--- config.mk ---
export PLATFORM = sky130hd
export DESIGN_NAME = intake_jam_and_item_counter
export DESIGN_NICKNAME = d
export VERILOG_FILES = /design/src/ijic_pkg.sv /design/src/ijic_csr.sv /design/src/ijic_core.sv /design/src/intake_jam_and_item_counter.sv
export SDC_FILE = /design/constraint.sdc
export NUM_CORES = 1
export LEC_CHECK = 0
export ABC_AREA = 1
export BUFFER_PORTS_ARGS = -buffer_cell sky130_fd_sc_hd__buf_4
export CORE_ASPECT_RATIO = 0.9
export CORE_MARGIN = 2
export CORE_UTILIZATION = 55
export CTS_CLUSTER_DIAMETER = 120
export DETAILED_ROUTE_END_ITERATION = 16
export GPL_TIMING_DRIVEN = 1
export HOLD_SLACK_MARGIN = 0.08
export PLACE_DENSITY = 0.86
export SLEW_MARGIN = 30
export SYNTH_ARGS = -nofsm -noshare
export SYNTH_HDL_FRONTEND = slang
export SYNTH_SLANG_ARGS = --single-unit
--- constraint.sdc ---
create_clock -name clock -period 7.8 [get_ports clock]
set_input_delay 1.17 -clock clock [delete_from_list [all_inputs] [get_ports clock]]
set_output_delay 1.17 -clock clock [all_outputs]
set_load 0.01 [all_outputs]
--- src/ijic_pkg.sv ---
// Shared types, constants and register codes for the intake jam guard and item counter.
package ijic_pkg;

   // Magazine capacity and the width of the item counter
   localparam int MaxDiscs   = 15;
   localparam int CountWidth = $clog2(MaxDiscs + 1);

   // Motor drive levels in millivolts; HoldEmpty is a roller hold length in ticks
   localparam logic signed [14:0] DriveFwd  = 15'sd12000;
   localparam logic signed [14:0] DriveRev  = -15'sd12000;
   localparam logic signed [14:0] DriveOut  = -15'sd10000;
   localparam logic [12:0]        RollerOn  = 13'd8000;
   localparam logic [5:0]         HoldEmpty = 6'd20;

   // Register reset values
   localparam logic [9:0]  StallVelocityRst    = 10'd100;
   localparam logic [11:0] StallCurrentRst     = 12'd150;
   localparam logic [7:0]  JamTickLimitRst     = 8'd10;
   localparam logic [15:0] ReverseTimeMsRst    = 16'd1000;
   localparam logic [13:0] NearDistanceRst     = 14'd15;
   localparam logic [13:0] DistanceJumpRst     = 14'd50;
   localparam logic [5:0]  HoldAutoLoadedRst   = 6'd28;
   localparam logic [5:0]  HoldManualLoadedRst = 6'd25;

   typedef enum logic [1:0] {
      MODE_AUTO    = 2'd0,
      MODE_MANUAL  = 2'd1,
      MODE_OUTTAKE = 2'd2,
      MODE_CLEAR   = 2'd3
   } mode_type;

   typedef enum logic [2:0] {
      CSR_STALL_VELOCITY     = 3'd0,
      CSR_STALL_CURRENT      = 3'd1,
      CSR_JAM_TICK_LIMIT     = 3'd2,
      CSR_REVERSE_TIME_MS    = 3'd3,
      CSR_NEAR_DISTANCE      = 3'd4,
      CSR_DISTANCE_JUMP      = 3'd5,
      CSR_HOLD_AUTO_LOADED   = 3'd6,
      CSR_HOLD_MANUAL_LOADED = 3'd7
   } csr_index_type;

   typedef struct packed {
      logic [9:0]  stall_velocity;
      logic [11:0] stall_current;
      logic [7:0]  jam_tick_limit;
      logic [15:0] reverse_time_ms;
      logic [13:0] near_distance;
      logic [13:0] distance_jump;
      logic [5:0]  hold_auto_loaded;
      logic [5:0]  hold_manual_loaded;
   } cfg_type;

   typedef struct packed {
      mode_type           mode;
      logic signed [10:0] motor_velocity;
      logic [11:0]        motor_current;
      logic [13:0]        sensed_distance;
      logic [31:0]        time_ms;
   } item_type;

   typedef struct packed {
      logic signed [14:0] intake_drive;
      logic [12:0]        roller_drive;
      logic [3:0]         item_count;
      logic               reversing;
   } result_type;

endpackage

--- src/ijic_csr.sv ---
// Configuration register file for the intake jam guard.
module ijic_csr
   import ijic_pkg::*;
(
   input  logic        clock,
   input  logic        reset,
   input  logic        csr_valid,
   output logic        csr_ready,
   input  logic [2:0]  csr_index,
   input  logic [15:0] csr_data,
   output cfg_type     cfg
);

   cfg_type cfg_ff;
   cfg_type cfg_in;

   assign csr_ready = 1'b1;
   assign cfg       = cfg_ff;

   // Decode the index and take the low bits of the write beat
   always_comb begin
      cfg_in = cfg_ff;
      if (csr_valid) begin
         unique case (csr_index_type'(csr_index))
            CSR_STALL_VELOCITY:     cfg_in.stall_velocity     = csr_data[9:0];
            CSR_STALL_CURRENT:      cfg_in.stall_current      = csr_data[11:0];
            CSR_JAM_TICK_LIMIT:     cfg_in.jam_tick_limit     = csr_data[7:0];
            CSR_REVERSE_TIME_MS:    cfg_in.reverse_time_ms    = csr_data;
            CSR_NEAR_DISTANCE:      cfg_in.near_distance      = csr_data[13:0];
            CSR_DISTANCE_JUMP:      cfg_in.distance_jump      = csr_data[13:0];
            CSR_HOLD_AUTO_LOADED:   cfg_in.hold_auto_loaded   = csr_data[5:0];
            CSR_HOLD_MANUAL_LOADED: cfg_in.hold_manual_loaded = csr_data[5:0];
            default:                cfg_in = cfg_ff;
         endcase
      end
   end

   always_ff @(posedge clock) begin
      if (reset) begin
         cfg_ff.stall_velocity     <= StallVelocityRst;
         cfg_ff.stall_current      <= StallCurrentRst;
         cfg_ff.jam_tick_limit     <= JamTickLimitRst;
         cfg_ff.reverse_time_ms    <= ReverseTimeMsRst;
         cfg_ff.near_distance      <= NearDistanceRst;
         cfg_ff.distance_jump      <= DistanceJumpRst;
         cfg_ff.hold_auto_loaded   <= HoldAutoLoadedRst;
         cfg_ff.hold_manual_loaded <= HoldManualLoadedRst;
      end else begin
         cfg_ff <= cfg_in;
      end
   end

endmodule

--- src/ijic_core.sv ---
// Tick state and next-state logic: jam guard, roller hold and item counter.
module ijic_core
   import ijic_pkg::*;
(
   input  logic       clock,
   input  logic       reset,
   input  cfg_type    cfg,
   input  item_type   item,
   input  logic       advance,
   output result_type result
);

   logic [CountWidth-1:0] count_ff, count_in;
   logic [13:0]           prev_ff, prev_in;
   logic [5:0]            hold_ff, hold_in;
   logic [7:0]            stall_ff, stall_in;
   logic [31:0]           rstart_ff, rstart_in;
   logic signed [14:0]    intake_ff, intake_in;
   logic                  roller_ff, roller_in;

   logic [10:0] abs_vel;
   logic        stalled;
   logic        near;
   logic        jump_in;
   logic        jump_out;
   logic [32:0] window_end;
   logic [5:0]  hold_loaded;
   logic        rev;

   // Condition flags of the current tick
   always_comb begin
      abs_vel  = item.motor_velocity[10] ? 11'(-item.motor_velocity)
                                         : 11'(item.motor_velocity);
      stalled  = (abs_vel < {1'b0, cfg.stall_velocity}) &&
                 (item.motor_current > cfg.stall_current);
      near     = item.sensed_distance < cfg.near_distance;
      jump_in  = {1'b0, prev_ff} > ({1'b0, item.sensed_distance} + {1'b0, cfg.distance_jump});
      jump_out = {1'b0, item.sensed_distance} > ({1'b0, prev_ff} + {1'b0, cfg.distance_jump});
   end

   // Next state per mode
   always_comb begin
      count_in    = count_ff;
      prev_in     = prev_ff;
      hold_in     = hold_ff;
      stall_in    = stall_ff;
      rstart_in   = rstart_ff;
      intake_in   = intake_ff;
      roller_in   = roller_ff;
      rev         = 1'b0;
      window_end  = 33'd0;
      hold_loaded = (item.mode == MODE_AUTO) ? cfg.hold_auto_loaded : cfg.hold_manual_loaded;

      unique case (item.mode)
         MODE_AUTO, MODE_MANUAL: begin
            if (item.mode == MODE_AUTO) begin
               // Count stalled ticks, latch the reverse window past the limit
               if (stalled) begin
                  stall_in = (stall_ff != 8'hFF) ? stall_ff + 8'd1 : stall_ff;
               end else begin
                  stall_in = 8'd0;
               end
               if (stall_in > cfg.jam_tick_limit) begin
                  rstart_in = item.time_ms;
               end
               window_end = {1'b0, rstart_in} + {17'd0, cfg.reverse_time_ms};
               if ({1'b0, item.time_ms} > window_end) begin
                  intake_in = DriveFwd;
               end else begin
                  intake_in = DriveRev;
                  rev       = 1'b1;
               end
            end else begin
               intake_in = DriveFwd;
            end
            // Roller hold and count in
            if (near) begin
               hold_in   = (count_ff != '0) ? hold_loaded : HoldEmpty;
               roller_in = 1'b1;
               if (jump_in) begin
                  count_in = (count_ff < CountWidth'(MaxDiscs)) ? count_ff + 1'b1
                                                                : CountWidth'(MaxDiscs);
               end
            end else if (hold_ff != '0) begin
               hold_in   = hold_ff - 6'd1;
               roller_in = 1'b1;
            end else begin
               roller_in = 1'b0;
            end
            prev_in = item.sensed_distance;
         end
         MODE_OUTTAKE: begin
            intake_in = DriveOut;
            if (jump_out && (count_ff != '0)) begin
               count_in = count_ff - 1'b1;
            end
            prev_in = item.sensed_distance;
         end
         MODE_CLEAR: begin
            count_in = '0;
         end
         default: begin
            count_in = count_ff;
         end
      endcase

      result.intake_drive = intake_in;
      result.roller_drive = roller_in ? RollerOn : 13'd0;
      result.item_count   = 4'(count_in);
      result.reversing    = rev;
   end

   // Commit state as the tick leaves the input register
   always_ff @(posedge clock) begin
      if (reset) begin
         count_ff  <= '0;
         prev_ff   <= '0;
         hold_ff   <= '0;
         stall_ff  <= '0;
         rstart_ff <= '0;
         intake_ff <= '0;
         roller_ff <= 1'b0;
      end else if (advance) begin
         count_ff  <= count_in;
         prev_ff   <= prev_in;
         hold_ff   <= hold_in;
         stall_ff  <= stall_in;
         rstart_ff <= rstart_in;
         intake_ff <= intake_in;
         roller_ff <= roller_in;
      end
   end

endmodule

--- src/intake_jam_and_item_counter.sv ---
// Top level of the intake jam guard and magazine item counter.
//
//   channel  direction  beat contents
//   req_*    in         tuser: mode; tdata: motor_velocity, motor_current,
//                       sensed_distance, time_ms
//   rsp_*    out        tdata: intake_drive, roller_drive, item_count, reversing
//   csr_*    in         csr_index, csr_data (register write)
//
// One tick per cycle sustained while rsp_tready stays high; a result passes through
// the input register and then the result register.
// Synchronous active-high reset clears the tick state and restores the registers.
// A stall on rsp_tready holds the result register; the input register still
// takes one more beat, so the request side stops only when both are full.
module intake_jam_and_item_counter
   import ijic_pkg::*;
(
   input  logic        clock,
   input  logic        reset,
   input  logic        req_tvalid,
   output logic        req_tready,
   input  logic [1:0]  req_tuser,   // [1:0] mode
   input  logic [71:0] req_tdata,   // [10:0] motor_velocity, [22:11] motor_current,
                                    // [36:23] sensed_distance, [68:37] time_ms, rest zero
   output logic        rsp_tvalid,
   input  logic        rsp_tready,
   output logic [39:0] rsp_tdata,   // [14:0] intake_drive, [27:15] roller_drive,
                                    // [31:28] item_count, [32] reversing, rest zero
   input  logic        csr_valid,
   output logic        csr_ready,
   input  logic [2:0]  csr_index,
   input  logic [15:0] csr_data
);

   cfg_type    cfg;
   item_type   req_item;
   item_type   item_ff;
   logic       in_valid_ff, in_valid_in;
   result_type result;
   result_type out_ff;
   logic       out_valid_ff, out_valid_in;
   logic       out_open;
   logic       advance;

   ijic_csr u_csr (
      .clock     (clock),
      .reset     (reset),
      .csr_valid (csr_valid),
      .csr_ready (csr_ready),
      .csr_index (csr_index),
      .csr_data  (csr_data),
      .cfg       (cfg)
   );

   ijic_core u_core (
      .clock   (clock),
      .reset   (reset),
      .cfg     (cfg),
      .item    (item_ff),
      .advance (advance),
      .result  (result)
   );

   // Unpack the request beat
   always_comb begin
      req_item.mode            = mode_type'(req_tuser);
      req_item.motor_velocity  = req_tdata[10:0];
      req_item.motor_current   = req_tdata[22:11];
      req_item.sensed_distance = req_tdata[36:23];
      req_item.time_ms         = req_tdata[68:37];
   end

   // Pipeline handshake
   assign out_open     = !out_valid_ff || rsp_tready;
   assign advance      = in_valid_ff && out_open;
   assign req_tready   = !in_valid_ff || out_open;
   assign in_valid_in  = (req_tvalid && req_tready) || (in_valid_ff && !advance);
   assign out_valid_in = advance || (out_valid_ff && !rsp_tready);

   always_ff @(posedge clock) begin
      if (reset) begin
         in_valid_ff  <= 1'b0;
         out_valid_ff <= 1'b0;
      end else begin
         in_valid_ff  <= in_valid_in;
         out_valid_ff <= out_valid_in;
      end
   end

   // Capture payloads
   always_ff @(posedge clock) begin
      if (req_tvalid && req_tready) begin
         item_ff <= req_item;
      end
      if (advance) begin
         out_ff <= result;
      end
   end

   // Pack the result beat
   assign rsp_tvalid = out_valid_ff;
   assign rsp_tdata  = {7'd0, out_ff.reversing, out_ff.item_count,
                        out_ff.roller_drive, out_ff.intake_drive};

endmodule

==> qor.csv, run 1 <==
metric,value,unit
status,finished clean,
cellPowerDensity,198.8,nW/µm²
rrSetupSlack,0.48,ns
leakage,8.248,nW
route.detailed.drc,0,
vias_per_cell,5.460,
synth_top_family_by_area,simple AND/OR/NAND/NOR gates,
numPortBuffers,122,
synth_seq_area_share,40.41,%
final_layout_size_suffix_gt1_share,12.18,%
nNetsFinal,2234,
grt_usage,24.48,%
drtPass1Iterations,5,
antenna_found_initial,0,
synth_edf_count,92,
clk_path_buf_depth,3,
wl,35700,µm
clk_pin_slew,0.06,ns
synthMuxAreaShare,0,%
synth_xor_area_share,4.044,%
whs,0.4583,ns
core_region_area,27030,µm²
synth_area,15160,µm²
layout_min_cycle_time,7.318,ns
ys.warnings.count,0,
grt_pass1_wl,57730,µm
die_w,179.0,µm
syn_inst,1876,
multi_input_area,7744,µm²
crit_end,rsp_tdata[10],
synth_seq_cells,260,
cpPeakStageDelay,0.41,ns
cp.required,8.10,ns
drv_slew,0,
synth.avg_cell_area,8.081,µm²
synth_top_area_cell,dfxtp_1,
place_area,16240,µm²
pin_count,141,
crit_slowest_cell,edfxtp_1,
fin_area,17320,µm²
clock-sinks,260,
cts_root_buffer,clkbuf_16,
yosysUniqueCellTypes,54,
grt_pass1_vias,12150,
synth-compound-area-share,14.42,%
cp-end-kind,flop,
final_common_cell,nand2_1,
grt_max_degree,97,
drt_iter0_drc,865,
h-tree-depth,1,
final_cell_mix,"nand2_1, inv_1, a21oi_1",
initial_core_util,56.09,%
rr_endpoint,rsp_tdata[10],
synthArstFlopShare,0,%
hpwl,25570,µm
fin_crit_sh,93.82,%
synth_fa_ha_area_share,12.86,%
regToRegStartpoint,item_ff[58],
crit_path_frequent_cell,nand2_1,
skew,0.01709,ns
insertion_delay,0.56,ns
regArea,6126,µm²
setup_viol,0,
yosys-top-cells-area,"dfxtp_1, edfxtp_1, ha_1",
antenna_left,0,
synth_ff_type,dfxtp_1,
die-area,28910,µm²
reg2reg_depth,49,
cp-start-kind,flop,
maxSlewHeadroom,37.85,%
overflow,0,
netlist.area_leader.share,22.18,%
fin_ws,0.4818,ns
synthSimpleGateAreaFrac,18.75,%
post_drt_wl_per_cell,15.14,µm
fmax,136.6,MHz
drv_cap,0,
cts_made_buffers,28,
fp-row-count,57,
area_growth,14.25,%
cp.arrival,7.62,ns
chipHeight,161.5,µm
antenna_cells,0,
finalHoldViolations,0,
gp_congestion,0.9004,
vias,12870,
cts_tree,done,
cp_max_fo,13,
criticalPathCategory,reg2reg,
nFillCells,2198,
tightest_slew,0.9323,ns
ir_drop,177.0,µV
crit_start,item_ff[58],
dp_slack,0.1772,ns
hold_path_class,reg2reg,
-- registers in the layout, indices dropped and copies added (netlist names) --
signal	count
item_ff	71
u_core.stall_ff	8
u_core.count_ff	4
in_valid_ff	1
u_core.prev_ff	14
rsp_tdata	21
u_core.roller_ff	1
u_core.intake_ff	15
u_csr.cfg	86
rsp_tvalid	1
u_core.hold_ff	6
u_core.rstart_ff	32
-- metrics by stage --
| step | utilization (%) | total power, mW | TNS, ns | cells |
|---|---|---|---|---|
| global route | 64.08 | 3.595 | -0.2224 | 2358 |
| finish | 64.08 | 3.443 | 0 | 2358 |
| global placement | 60.08 | 2.083 | 0 | 2300 |
| detailed placement | 60.08 | 2.110 | 0 | 2300 |
| floorplan | - | 1.945 | 0 | 1889 |
| CTS | 63.59 | 3.443 | 0 | 2352 |
-- critical path: cells and delay by family (launching register included) --
kind | cells | cell delay, ns
fa+ha+maj | 5 | 1.42
flops | 1 | 0.41
compound gates | 5 | 0.72
buf+inv | 9 | 0.87
simple gates | 28 | 3.44
xor+xnor | 2 | 0.19
-- what timing repair did --
item / 4_1_cts / 5_1_grt
resized for setup: 0 / 18
setup buffers: 0 / 5
hold endpoints to repair: 0 / 0
hold buffers: 0 / 0
endpoints found under the setup margin: 0 / 19
-- cell families (layout without fill, tap and decap cells) --
logic type / count (synthesis) / after routing
AND/OR/NAND/NOR: 636 / 637
AO/OA/AOI/OAI: 403 / 403
buffers and inverters: 351 / 465
flip-flops: 260 / 260
adder cells (fa/ha/maj): 154 / 154
XOR/XNOR: 70 / 70
other: 2 / 15
-- report_power, final --
group | total, mW | switching (mW) | leakage [nW] | internal [mW]
clock | 1.34 | 0.560 | 0.476 | 0.779
sequential | 1.52 | 0.0457 | 2.26 | 1.47
combinational | 0.585 | 0.357 | 5.52 | 0.228
total | 3.44 | 0.963 | 8.25 | 2.48
-- metal layers --
| metal | vias up | routed length, µm | GRT usage (%) |
|---|---|---|---|
| met2 | 439 | 17030 | 42.26 |
| met3 | 93 | 2130 | 3.225 |
| li1 | 6424 | - | - |
| met1 | 5918 | 15240 | 31.43 |
| met5 | - | 0 | 0 |
| met4 | 0 | 1302 | 8.426 |
-- synthesized netlist by cell type (7+ instances only) --
| library cell | count |
|---|---|
| nand4_1 | 19 |
| buf_1 | 7 |
| xnor2_1 | 21 |
| nor3_1 | 20 |
| nand2_4 | 13 |
| ha_1 | 151 |
| edfxtp_1 | 92 |
| o211ai_1 | 24 |
| a21oi_1 | 195 |
| inv_1 | 272 |
| o21ai_0 | 137 |
| clkbuf_1 | 39 |
| nand3_1 | 78 |
| nand2_2 | 7 |
| a31oi_1 | 10 |
| buf_4 | 22 |
| nor2_1 | 149 |
| xor2_1 | 49 |
| nand2_1 | 320 |
| dfxtp_1 | 168 |
-- how the worst min path moves through the flow --
stage,from,endpoint,slack [ns],depth (start not counted)
after global placement,u_core.intake_ff[3],u_core.intake_ff[3],0.44,2
after detailed placement,u_csr.cfg[26],u_csr.cfg[26],0.45,2
after floorplan,u_csr.cfg[26],u_csr.cfg[26],0.43,2
after global routing,u_csr.cfg[74],u_csr.cfg[74],0.48,2
final,u_core.intake_ff[2],u_core.intake_ff[2],0.46,2
after CTS,u_core.intake_ff[1],u_core.intake_ff[1],0.46,2
-- layout make-up --
type	instances	share of cell area [%]
multi-input cells	1279	44.71
flip-flops and latches	260	35.37
inverters	278	6.039
repair buffers	135	5.851
clock buffers	39	5.006
well taps	354	2.557
clock inverters	13	0.4767
(Power assumes the default switching activity.)
==> run 2: changes to the inputs <==
--- a/config.mk
+++ b/config.mk
@@ -18,4 +18,5 @@
 export SLEW_MARGIN = 30
 export SYNTH_ARGS = -nofsm -noshare
 export SYNTH_HDL_FRONTEND = slang
+export SYNTH_HIERARCHICAL = 1
 export SYNTH_SLANG_ARGS = --single-unit
==> run 2 against run 1 <==
  * Clock skew up 0.0050 ns
  * Hold slack got worse by 0.0060 ns
  * Routed wire length grew 3.5%
  * Non-clock buffer count increased by 7
  * Area after synthesis grew 3.8%
  * Clock power up 12%
  * Sequential power grew 5%
  * Register-to-register slack about the same
  * Combinational power is 4.6% higher
==> qor.csv, run 2 <==
metric,value,unit,change
insertion_delay,0.56,ns,about the same
vias_per_cell,5.500,,+0.73%
grt_pass1_vias,12670,,+4.3%
final_cell_mix,"nand2_1, nor2_1, inv_1",,
synth_ff_type,dfxtp_1,,
cellPowerDensity,205.6,nW/µm²,+3.4%
fp-row-count,58,,+1.8%
fin_crit_sh,93.76,%,about the same
h-tree-depth,1,,unchanged
numPortBuffers,129,,+5.7%
die-area,29970,µm²,+3.7%
nNetsFinal,2334,,+4.5%
clock-sinks,272,,+4.6%
cts_root_buffer,clkbuf_16,,
skew,0.02208,ns,+0.004995 ns
synth_seq_cells,272,,+4.6%
drtPass1Iterations,6,,+1
synth_edf_count,104,,+13%
syn_inst,1970,,+5.0%
setup_viol,0,,unchanged
largest_reg_flops,86,,unchanged
clk_pin_slew,0.07,ns,about the same
leakage,8.499,nW,+3.0%
grt_max_degree,57,,-41%
antenna_left,0,,unchanged
status,finished clean,,
synth_area,15730,µm²,+3.8%
ys.warnings.count,6,,+6
route.detailed.drc,0,,unchanged
cp-start-kind,flop,,
chipHeight,164.4,µm,+1.8%
antenna_cells,0,,unchanged
wl,36950,µm,+3.5%
clk_path_buf_depth,3,,unchanged
synth.avg_cell_area,7.985,µm²,-1.2%
hpwl,26580,µm,+4.0%
tightest_slew,0.8897,ns,-0.04255 ns
layout_min_cycle_time,7.313,ns,-0.004848 ns
final_layout_size_suffix_gt1_share,12.64,%,+0.46 points
crit_slowest_cell,edfxtp_1,,
fin_area,18040,µm²,+4.2%
yosys-top-cells-area,"dfxtp_1, edfxtp_1, ha_1",,
crit_path_frequent_cell,nand2_1,,
critPathBufInv,8,,-1
initial_core_util,56.16,%,+0.066 points
vias,13560,,+5.3%
hold_path_class,reg2reg,,
cp.arrival,7.62,ns,about the same
drt_iter0_drc,1305,,+51%
critPathTopFamily,simple AND/OR/NAND/NOR gates,,
synthArstFlopShare,0,%,unchanged
cp-end-kind,flop,,
maxSlewHeadroom,40.62,%,+2.8 points
die_w,182.3,µm,+1.8%
yosysUniqueCellTypes,50,,-7.4%
synth_top_area_cell,dfxtp_1,,
area_growth,14.70,%,
rsz0062_at_grt,false,,
fmax,136.7,MHz,about the same
overflow,0,,unchanged
cts_tree,done,,
grt_pass1_wl,59230,µm,+2.6%
cp.required,8.10,ns,about the same
final_common_cell,nand2_1,,
gp_congestion,0.9320,,+3.5%
grt_usage,23.93,%,-0.55 points
post_drt_wl_per_cell,14.99,µm,-1.0%
core_region_area,28010,µm²,+3.6%
synth_most_common_cell,nand2_1,,
criticalPathCategory,reg2reg,,
synth_seq_area_share,41.23,%,+0.83 points
drv_slew,0,,unchanged
ir_drop,216.7,µV,+22%
synth_common_cells,"nand2_1, nor2_1, inv_1, dfxtp_1, ha_1",,
cp_max_fo,16,,+3
netlist.area_leader.share,21.38,%,-0.80 points
antenna_found_initial,0,,unchanged
finalSetupTns,0,ns,unchanged
drv_cap,0,,unchanged
finalHoldViolations,0,,unchanged
cpPeakStageDelay,0.37,ns,-0.04 ns
place_area,16830,µm²,+3.7%
cts_made_buffers,29,,+3.6%
pin_count,141,,unchanged
## run 2: changes by cell type after synthesis, sizes merged, moves of 9 or more
cell    change
inv        -30
a21oi      -47
buf        +15
nand3b      -9
nor2      +108
nand3      +67
edfxtp     +12
xor2       -10
clkbuf     -14
nand2      +69
o21ai      -53
xnor2      +11
o211ai     -15
## run 2: layout make-up
class,count,area [µm²]
clock buffers,39,888.4
fillers,2227,9970
clock inverters,15,195.2
flip-flops and latches,272,6486
multi-input cells,1389,7996
well taps,360,450.4
inverters,248,935.9
repair buffers,142,1090
## run 2: final timing paths
| kind | from | endpoint | slack [ns] | depth (start not counted) |
|---|---|---|---|---|
| setup / recovery | item_ff[61] | rsp_tdata[9] | 0.49 | 50 |
| hold / removal | u_core/intake_ff[3] | u_core/intake_ff[3] | 0.45 | 2 |
| setup reg to reg | item_ff[61] | rsp_tdata[9] | 0.49 | 50 |
| hold reg to reg | u_core/intake_ff[3] | u_core/intake_ff[3] | 0.45 | 2 |
## run 2: kinds of logic after synthesis
group	synth area share, %
adder cells (fa/ha/maj)	12.39
other	0.07158
AND/OR/NAND/NOR	23.49
XOR/XNOR	3.953
multiplexers	0.07158
AO/OA/AOI/OAI	9.919
flip-flops	41.23
buffers and inverters	8.869
## run 2: metal layers
layer / vias up / GRT usage, % / share of wire, %
li1: 6661 / - / -
met1: 6248 / 31.38 / 43
met2: 537 / 40.53 / 46
met3: 111 / 2.889 / 6.9
met4: 0 / 9.824 / 3.6
met5: - / 0 / 0
## run 2: power breakdown
part	internal [mW]	switching, mW	total, mW
registers	1.55	0.0477	1.60
clock network	0.913	0.588	1.50
logic	0.239	0.373	0.612
## run 2: timing repair
action / in CTS / in global routing
endpoints found under the hold margin: 0 / 0
hold buffers: 0 / 0
buffers inserted: 0 / 4
pin swaps: 0 / 6
setup endpoints to repair: 6 / 19
gates cloned: 0 / 1
gates resized for setup: 1 / 22
## run 2: metrics by stage
stage	setup WS [ns]	power (mW)	instances	utilization (%)	hold WS, ns
after floorplan	1.088	2.047	1982	-	0.4236
after global placement	0.4276	2.179	2405	60.00	0.4320
after detailed placement	0.1252	2.213	2406	60.09	0.4406
after CTS	0.009486	3.718	2460	63.99	0.4505
after global routing	0.0006652	3.876	2465	64.41	0.4728
final	0.4866	3.710	2465	64.41	0.4522
## run 2: tightest hold or removal path, stage by stage, from the launching register on
cell and delay, ns:
dfxtp_1 0.30, inv_1 0.06, nor3_1 0.05
